===== config.mk =====
export PLATFORM = sky130hd
export DESIGN_NAME = ps2_mouse_packet_decoder
export DESIGN_NICKNAME = d
export VERILOG_FILES = /design/src/sv/ps2mpd_pkg.sv /design/src/sv/ps2_mouse_packet_decoder.sv
export SDC_FILE = /design/constraint.sdc
export NUM_CORES = 1
export LEC_CHECK = 0
export ABC_AREA = 1
export BUFFER_PORTS_ARGS = -buffer_cell sky130_fd_sc_hd__buf_2
export CAP_MARGIN = 20
export CELL_PAD_IN_SITES_DETAIL_PLACEMENT = 0
export CELL_PAD_IN_SITES_GLOBAL_PLACEMENT = 1
export CORE_ASPECT_RATIO = 0.75
export CORE_UTILIZATION = 42
export DETAILED_ROUTE_END_ITERATION = 7
export PLACE_DENSITY_LB_ADDON = 0.15
export SLEW_MARGIN = 20
export SYNTH_ARGS = -nofsm -noshare
export SYNTH_HDL_FRONTEND = slang
export SYNTH_SLANG_ARGS = --single-unit
export TNS_END_PERCENT = 5

===== constraint.sdc =====
create_clock -name clk_i -period 3.6 [get_ports clk_i]
set_input_delay 0.18 -clock clk_i [delete_from_list [all_inputs] [get_ports clk_i]]
set_output_delay 0.18 -clock clk_i [all_outputs]
set_load 0.1 [all_outputs]

===== src/sv/ps2mpd_pkg.sv =====
// Package for the PS/2 mouse packet decoder: packet phase type, header bit
// positions and beat layout constants. No dependencies.
`default_nettype none

package ps2mpd_pkg;

  typedef enum logic [1:0] {
    PH_HDR  = 2'd0,
    PH_X    = 2'd1,
    PH_Y    = 2'd2,
    PH_SPARE = 2'd3
  } phase_e;

  // header byte bit positions
  localparam int unsigned HdrBtnLeft   = 0;
  localparam int unsigned HdrBtnRight  = 1;
  localparam int unsigned HdrBtnMiddle = 2;
  localparam int unsigned HdrSync      = 3;
  localparam int unsigned HdrXSign     = 4;
  localparam int unsigned HdrYSign     = 5;

  localparam int unsigned RxWidth    = 8;
  localparam int unsigned MoveXWidth = 9;
  localparam int unsigned MoveYWidth = 10;
  localparam int unsigned OutWidth   = 24;

  localparam logic       KindButton = 1'b0;
  localparam logic       KindMove   = 1'b1;

  localparam logic [1:0] BtnIdLeft   = 2'd0;
  localparam logic [1:0] BtnIdMiddle = 2'd1;
  localparam logic [1:0] BtnIdRight  = 2'd2;

endpackage

`default_nettype wire


===== src/sv/ps2_mouse_packet_decoder.sv =====
// PS/2 mouse three-byte packet decoder (single module).
// Depends on ps2mpd_pkg for the phase type and header bit positions.
//
// Usage:
//   Slave stream carries received mouse bytes, one byte per beat. Master
//   stream carries decoded events, one event per beat; tuser gives the event
//   kind and tlast marks the last event caused by one byte. A header byte
//   without its sync bit is dropped. A header produces 0 to 3 button events
//   (left, middle, right); the third byte produces one movement event unless
//   both deltas are zero.
// Path: byte -> pending event slots -> output register -> master side.
// Throughput: one byte per cycle while each byte yields at most one event and
//   the master side is ready; a header with more than one changed button holds
//   the slave side until its last event is loaded into the output register. The
//   limit is the single output register draining one event per cycle.
// Reset: phase returns to header search, button levels all released, no
//   pending or output events.
// Stall: while the master side is stalled the output register holds its
//   beat; the pending slots fill and tready drops until they drain.
`default_nettype none

module ps2_mouse_packet_decoder (
  input  wire logic                           clk_i,
  input  wire logic                           rst_ni,
  input  wire logic                           s_axis_tvalid_i,
  output logic                                s_axis_tready_o,
  input  wire logic [ps2mpd_pkg::RxWidth-1:0] s_axis_tdata_i,   // [7:0] rx_byte
  output logic                                m_axis_tvalid_o,
  input  wire logic                           m_axis_tready_i,
  // [1:0] button_id, [2] pressed, [11:3] move_x, [21:12] move_y,
  // [23:22] zero pad
  output logic [ps2mpd_pkg::OutWidth-1:0]     m_axis_tdata_o,
  output logic                                m_axis_tuser_o,   // [0] event_kind
  output logic                                m_axis_tlast_o    // last
);
  import ps2mpd_pkg::*;

  // packet framing state
  phase_e                  phase_q, phase_d;
  logic [RxWidth-1:0]      header_q, header_d;
  logic [RxWidth-1:0]      xbyte_q, xbyte_d;
  logic [2:0]              btn_q, btn_d;        // header order: left, right, middle

  // pending event slots: [0] left, [1] middle, [2] right, [3] movement
  logic [3:0]              pend_q, pend_d;
  logic [2:0]              lvl_q, lvl_d;        // new levels: left, middle, right
  logic [MoveXWidth-1:0]   mx_q, mx_d;
  logic [MoveYWidth-1:0]   my_q, my_d;

  // output register
  logic                    ovalid_q, ovalid_d;
  logic                    okind_q, okind_d;
  logic [1:0]              oid_q, oid_d;
  logic                    opress_q, opress_d;
  logic [MoveXWidth-1:0]   omx_q, omx_d;
  logic [MoveYWidth-1:0]   omy_q, omy_d;
  logic                    olast_q, olast_d;

  logic                    in_acc;
  logic                    load;
  logic [3:0]              pick;
  logic [3:0]              pend_left;
  logic [2:0]              newb;
  logic [2:0]              chg;
  logic                    move_hit;
  logic [MoveYWidth-1:0]   dy_ext;

  assign load      = (pend_q != 4'd0) && (!ovalid_q || m_axis_tready_i);
  assign pick      = pend_q & (~pend_q + 4'd1);
  assign pend_left = load ? (pend_q & ~pick) : pend_q;
  assign s_axis_tready_o = (pend_left == 4'd0);
  assign in_acc    = s_axis_tvalid_i && s_axis_tready_o;

  assign newb = s_axis_tdata_i[2:0];
  // change flags in event order: left, middle, right
  assign chg  = {newb[HdrBtnRight] ^ btn_q[HdrBtnRight],
                 newb[HdrBtnMiddle] ^ btn_q[HdrBtnMiddle],
                 newb[HdrBtnLeft] ^ btn_q[HdrBtnLeft]};
  assign move_hit = (xbyte_q != '0) || (s_axis_tdata_i != '0);
  assign dy_ext   = {{(MoveYWidth-RxWidth){header_q[HdrYSign]}}, s_axis_tdata_i};

  // next phase and framing registers
  always_comb begin
    phase_d  = phase_q;
    header_d = header_q;
    xbyte_d  = xbyte_q;
    btn_d    = btn_q;
    if (in_acc) begin
      unique case (phase_q)
        PH_HDR: begin
          if (s_axis_tdata_i[HdrSync]) begin
            phase_d  = PH_X;
            header_d = s_axis_tdata_i;
            btn_d    = newb;
          end
        end
        PH_X: begin
          phase_d = PH_Y;
          xbyte_d = s_axis_tdata_i;
        end
        PH_Y: begin
          phase_d  = PH_HDR;
          header_d = '0;
          xbyte_d  = '0;
        end
        PH_SPARE: phase_d = PH_HDR;
        default:  phase_d = PH_HDR;
      endcase
    end
  end

  // event generation into pending slots
  always_comb begin
    pend_d = pend_left;
    lvl_d  = lvl_q;
    mx_d   = mx_q;
    my_d   = my_q;
    if (in_acc) begin
      unique case (phase_q)
        PH_HDR: begin
          if (s_axis_tdata_i[HdrSync]) begin
            pend_d = {1'b0, chg};
            lvl_d  = {newb[HdrBtnRight], newb[HdrBtnMiddle], newb[HdrBtnLeft]};
          end
        end
        PH_Y: begin
          pend_d = {move_hit, 3'b000};
          mx_d   = {header_q[HdrXSign], xbyte_q};
          my_d   = ~dy_ext + MoveYWidth'(1);
        end
        PH_X, PH_SPARE: pend_d = pend_left;
        default:        pend_d = pend_left;
      endcase
    end
  end

  // output register load
  always_comb begin
    ovalid_d = ovalid_q;
    okind_d  = okind_q;
    oid_d    = oid_q;
    opress_d = opress_q;
    omx_d    = omx_q;
    omy_d    = omy_q;
    olast_d  = olast_q;
    if (load) begin
      ovalid_d = 1'b1;
      olast_d  = (pend_q & ~pick) == 4'd0;
      okind_d  = KindButton;
      oid_d    = BtnIdLeft;
      opress_d = 1'b0;
      omx_d    = '0;
      omy_d    = '0;
      priority if (pick[3]) begin
        okind_d = KindMove;
        omx_d   = mx_q;
        omy_d   = my_q;
      end else if (pick[2]) begin
        oid_d    = BtnIdRight;
        opress_d = lvl_q[2];
      end else if (pick[1]) begin
        oid_d    = BtnIdMiddle;
        opress_d = lvl_q[1];
      end else begin
        oid_d    = BtnIdLeft;
        opress_d = lvl_q[0];
      end
    end else if (m_axis_tready_i) begin
      ovalid_d = 1'b0;
    end
  end

  always_ff @(posedge clk_i or negedge rst_ni) begin
    if (!rst_ni) begin
      phase_q  <= PH_HDR;
      header_q <= '0;
      xbyte_q  <= '0;
      btn_q    <= '0;
      pend_q   <= '0;
      ovalid_q <= 1'b0;
    end else begin
      phase_q  <= phase_d;
      header_q <= header_d;
      xbyte_q  <= xbyte_d;
      btn_q    <= btn_d;
      pend_q   <= pend_d;
      ovalid_q <= ovalid_d;
    end
  end

  always_ff @(posedge clk_i) begin
    lvl_q    <= lvl_d;
    mx_q     <= mx_d;
    my_q     <= my_d;
    okind_q  <= okind_d;
    oid_q    <= oid_d;
    opress_q <= opress_d;
    omx_q    <= omx_d;
    omy_q    <= omy_d;
    olast_q  <= olast_d;
  end

  assign m_axis_tvalid_o = ovalid_q;
  assign m_axis_tdata_o  = {2'b00, omy_q, omx_q, opress_q, oid_q};
  assign m_axis_tuser_o  = okind_q;
  assign m_axis_tlast_o  = olast_q;

  // movement and button events never wait together
  a_pend_excl: assert property (@(posedge clk_i) disable iff (!rst_ni)
    pend_q[3] |-> (pend_q[2:0] == 3'b000))
    else $error("movement pending alongside button events");

  // a movement event always closes its byte
  a_move_last: assert property (@(posedge clk_i) disable iff (!rst_ni)
    (m_axis_tvalid_o && m_axis_tuser_o == KindMove) |-> m_axis_tlast_o)
    else $error("movement event without tlast");

  // header without sync bit is dropped
  a_sync_drop: assert property (@(posedge clk_i) disable iff (!rst_ni)
    (in_acc && phase_q == PH_HDR && !s_axis_tdata_i[HdrSync])
      |=> (phase_q == PH_HDR && pend_q == 4'd0))
    else $error("unsynced header byte not dropped");

  // ready only when at most one pending event is left
  a_ready_pend: assert property (@(posedge clk_i) disable iff (!rst_ni)
    s_axis_tready_o |-> ($countones(pend_q) <= 1))
    else $error("input taken with several events pending");

endmodule

`default_nettype wire


== After elaboration in Yosys (flattened, before gate mapping) ==
Cells that the tools add are included.
W data, S select, Z words.

* Add/subtract/negate cells: 2
* Equality and inequality tests: 4
* Multiplexer cells: 16
* Bitwise operators: 8
* Reduce and logical (&&, ||, !) cells: 22

{| class="wikitable"
|+ Operator list
! kind !! count
|-
| $pmux W8 S2 || 1
|-
| $reduce_bool A8 Y1 || 2
|-
| $mux W4 || 3
|-
| $pmux W4 S3 || 1
|-
| $pmux W6 S2 || 1
|-
| $add A10 B1 Y10 const B || 1
|-
| $not A10 Y10 || 1
|-
| $and A4 B4 Y4 || 2
|-
| $logic_not A4 Y1 || 2
|-
| $not A4 Y4 || 2
|-
| $mux W1 || 6
|-
| $mux W6 || 1
|-
| $pmux W2 S3 || 1
|-
| $reduce_and A2 Y1 || 3
|-
| $reduce_and A3 Y1 || 2
|-
| $reduce_bool A2 Y1 || 3
|-
| $reduce_or A2 Y1 || 3
|-
| $add A4 B1 Y4 const B || 1
|-
| $eq A2 B2 Y1 const B || 2
|-
| $mux W2 || 2
|-
| $reduce_bool A4 Y1 || 1
|-
| $xor A1 B1 Y1 || 3
|-
| $eq A2 B1 Y1 const B || 1
|-
| $logic_and A1 B1 Y1 || 2
|-
| other kinds (4) || 5
|}

* Register bits after elaboration: 70
* Output and inout port bits: 28
* Logic and storage cells: 68

== Longest topological paths before layout ==
* Depth after elaboration: 9
* Depth in mapped cells: 10
* Gate-level depth less buffers: 9

== Worst setup path before layout ==
OpenSTA, ideal clock, no wires.

* Kind: flip-flop to flip-flop
* From: register ovalid_q (netlist: m_axis_tvalid_o)
* To: register mx_q[0] (enable)
* Setup time: 0.419 ns
* Data arrival time: 2.640 ns
* Data required time: 3.181 ns
* Path slack: 0.541 ns
* Stages on the path, launching flop included: 6
* Path buffers: 0
* Cells stage by stage: dfrtp_1 > nand2_1 > nand2_1 > nand2_1 > nand2_1 > nor3_1

* Longest elaborated chain between the ends: 7

{| class="wikitable"
|+ Ends and longest elaborated chain
! what !! RTL line !! RTL
|-
| start, declared || ps2_mouse_packet_decoder.sv:51 || <nowiki>logic ovalid_q, ovalid_d;</nowiki>
|-
| start signal, assigned || ps2_mouse_packet_decoder.sv:187 || <nowiki>ovalid_q <= ovalid_d;</nowiki>
|-
| $logic_not A1 Y1 || ps2_mouse_packet_decoder.sv:68 || <nowiki>assign load = (pend_q != 4'd0) && (!ovalid_q || m_axis_tready_i);</nowiki>
|-
| $logic_or A1 B1 Y1 || ps2_mouse_packet_decoder.sv:68 ||
|-
| $logic_and A1 B1 Y1 || ps2_mouse_packet_decoder.sv:68 ||
|-
| $mux W4 || ps2_mouse_packet_decoder.sv:70 || <nowiki>assign pend_left = load ? (pend_q & ~pick) : pend_q;</nowiki>
|-
| $logic_not A4 Y1 || ps2_mouse_packet_decoder.sv:71 || <nowiki>assign s_axis_tready_o = (pend_left == 4'd0);</nowiki>
|-
| $logic_and A1 B1 Y1 || ps2_mouse_packet_decoder.sv:72 || <nowiki>assign in_acc = s_axis_tvalid_i && s_axis_tready_o;</nowiki>
|-
| $reduce_and A2 Y1 (no source line) || - ||
|-
| end signal, assigned || ps2_mouse_packet_decoder.sv:193 || <nowiki>mx_q <= mx_d;</nowiki>
|-
| end, declared || ps2_mouse_packet_decoder.sv:47 || <nowiki>logic [MoveXWidth-1:0] mx_q, mx_d;</nowiki>
|}

No other way between the ends.
A chain may end at the register's enable or synchronous reset.

== Worst setup path after layout ==
* From: register pend_q[0]
* To: output s_axis_tready_o

* Longest elaborated chain between the ends: 7
* Elaborated cells on any way between the ends: 9
* Those cells by class: 1 x add/sub; 1 x mux; 4 x bitwise; 3 x reduce/logical

{| class="wikitable"
|+ Ends and longest elaborated chain
! what !! RTL line !! RTL
|-
| start, declared || ps2_mouse_packet_decoder.sv:45 || <nowiki>logic [3:0] pend_q, pend_d;</nowiki>
|-
| start signal, assigned || ps2_mouse_packet_decoder.sv:186 || <nowiki>pend_q <= pend_d;</nowiki>
|-
| $not A4 Y4 || ps2_mouse_packet_decoder.sv:69 || <nowiki>assign pick = pend_q & (~pend_q + 4'd1);</nowiki>
|-
| $add A4 B1 Y4 || ps2_mouse_packet_decoder.sv:69 ||
|-
| $and A4 B4 Y4 || ps2_mouse_packet_decoder.sv:69 ||
|-
| $not A4 Y4 || ps2_mouse_packet_decoder.sv:70 ||
|-
| $and A4 B4 Y4 || ps2_mouse_packet_decoder.sv:70 ||
|-
| $mux W4 * || ps2_mouse_packet_decoder.sv:70 ||
|-
| $logic_not A4 Y1 * || ps2_mouse_packet_decoder.sv:71 ||
|-
| end, declared || ps2_mouse_packet_decoder.sv:26 || <nowiki>output logic s_axis_tready_o,</nowiki>
|}

Mark *: on every way between the ends. The rest lies on a longest branch, timed or not.

==> qor.txt <==
Std-Cell Rows - 25
Dpl ws - 1.58 ns
Max Clk Rate - 430 MHz
CP Max Fanout - 22
Total grt overflow - 0
Required time worst endpoint - 3.42 ns
Worst setup EP type - output port
Die ar. - 7110 µm²
Worst r2r dst - lvl_q[0]
Worst r2r path cells - 7
Fin cells - 389
Synth unique cells - 25
CTS Buf Count - 9
CTS Sinks - 66
PortBufs - 37
Core Box Area - 6410 µm²
Sequential Area - 1880 µm²
# diodes - 0
Layout Skew - 0.0118 ns
Final Hold Vio Count - 0
Uppermost routed layer - met4
Sequential area share after synthesis - 66.2%
Seq cells post-synth - 66
Critical path type - flip-flop to output port
Met3 WL - 218 µm
Syn Area/Cell - 10.9 µm²
Initial Utilization - 44.4%
Drt pass-1 iters - 4
Cell Area, Synth - 2840 µm²
Metal-1 WL - 2680 µm
Critical path arrival - 2.14 ns
Status - finished clean
Pin count of the biggest net entering global routing - 25
Share of layout cells above drive strength 1 - 20.5%
Pins Over Slew Limit - 0
Post-DR vias/cell - 4.62
Clock Path Buffers - 2
Commonest non-fill, non-tap cell in the layout - nand2_1
RSZ-0062 raised after global routing - false
Placed wire-length estimate - 3570 µm
Routed length per instance - 12.7 µm
Worst skew pair latency - 0.33 ns
Number of top-level pins - 40
Root buffer cell - clkbuf_8
Most frequent cells in the layout - 48 x nand2_1, 46 x edfxtp_1, 40 x inv_1
Crit path launch type - flip-flop
Antenna violations before repair - 0
All-Layer GR Usage - 15.8%
Die width - 97.0 µm
Crit path time final - 2.32 ns
Clock Pin Slew Worst Setup and Hold Paths - 0.07 ns
ANT nets after route - 0
Synth warnings - 0
Worst-margin pin slew - 0.942 ns
Area grow syn2layout - 17.9%
Synth Instances - 262
Post-CTS setup buffer count - 0
Slew margin rel. - 37.1%
RR Startpoint - pend_q[0]
Vias - 1796
Fin crit share - 64.5%
Worst Setup Slack, final - 1.28 ns
WL final - 4930 µm
DRC - 0
HP Class - input pin to flip-flop
Fillers - 613
Hold depth - 1
R2r setup slk - 1.58 ns
Met2 routed WL - 2000 µm
Setup violators final - 0
Max cap viols - 0
CTS tree - done
Setup TNS - 0 ns
DIE HEIGHT - 73.3 µm
Worst hold endpoint - lvl_q[2]
DR iter-0 viols - 93
RePlAce Congestion - 0.739
Area occupied by multi-input gates - 751 µm²
Placed Cells - 372
Worst min-delay path startpoint - s_axis_tdata_i[1]
Fin nets - 319
H-tree levels - 3
Vias in the first global route - 1676
First-pass GRT wire length - 8280 µm
## Yosys cell counts (all sizes together)
cell type / n / area, µm²
dfrtp: 20 / 500
nor2: 38 / 153
nand2: 49 / 186
conb: 1 / 3.75
nor3: 6 / 35.0
nand4: 20 / 125
xnor2: 2 / 17.5
buf: 7 / 55.1
edfxtp: 46 / 1380
o21ai: 3 / 15.0
or2: 1 / 6.26
xor2: 8 / 70.1
clkbuf: 3 / 11.3
a21oi: 5 / 25.0
inv: 41 / 154
ha: 4 / 50.1
nand3: 8 / 55.1
## worst max-delay path: stages, from the launching register on
cell     delay [ns]
dfrtp_1        0.42
nor2_2         0.20
nand2_1        0.07
nand2_1        0.10
nand2_2        0.10
nor2_4         0.41
buf_2          0.52
## worst max-delay path by stage
stage,startpoint,end,depth (start not counted)
3_5_place_dp,pend_q[0],lvl_q[2],7
4_1_cts,pend_q[0],s_axis_tready_o,6
5_1_grt,pend_q[0],s_axis_tready_o,6
2_1_floorplan,m_axis_tvalid_o,mx_q[0],5
3_3_place_gp,pend_q[0],lvl_q[0],7
6_report,pend_q[0],s_axis_tready_o,6
## per-layer routing
layer,up-vias,global-route usage (%)
met5,-,0
met2,38,20.7
met4,0,6.47
li1,934,-
met1,822,23.2
met3,2,5.99
## logic make-up (layout without fill, tap and decap cells)
family	after synthesis	count (layout)	synth area share, %
other cells	1	2	0.132
simple gates	122	122	19.7
xor+xnor	10	10	3.08
compound gates	8	8	1.41
fa+ha+maj	4	4	1.76
buf+inv	51	96	7.74
flops	66	66	66.2
## layout make-up
type                    count  area share (%)
repair buffers             39            6.04
flip-flops and latches     66            56.1
clock inverters             6            4.07
inverters                  41            4.59
clock buffers              10            3.80
multi-input cells         146            22.4
well taps                  81            3.02
## state kept, by name (all words and copies together), names as in the netlist, 3 cells and up
| name | flops |
|---|---|
| omy_q | 10 |
| mx_q | 9 |
| btn_q | 3 |
| my_q | 10 |
| pend_q | 4 |
| lvl_q | 3 |
| omx_q | 9 |
| xbyte_q | 8 |
## through the flow
| step | hold slack, ns | utilization, % | instance area [µm²] |
|---|---|---|---|
| 2_1_floorplan | -0.116 | - | 2850 |
| 3_5_place_dp | 0.169 | 48.0 | 3080 |
| 4_1_cts | 0.102 | 52.3 | 3350 |
| 3_3_place_gp | 0.167 | 48.0 | 3080 |
| 6_report | 0.121 | 52.3 | 3350 |
| 5_1_grt | 0.0958 | 52.3 | 3350 |
## timing repair
action                                 4_1_cts  5_1_grt
hold buffers                                 1        0
endpoints found under the hold margin       20        0
resized for setup                            0        0
Power is left out: the tool's default activity adds up to more than one toggle a clock period on the data nets, which glitch-free logic cannot reach.
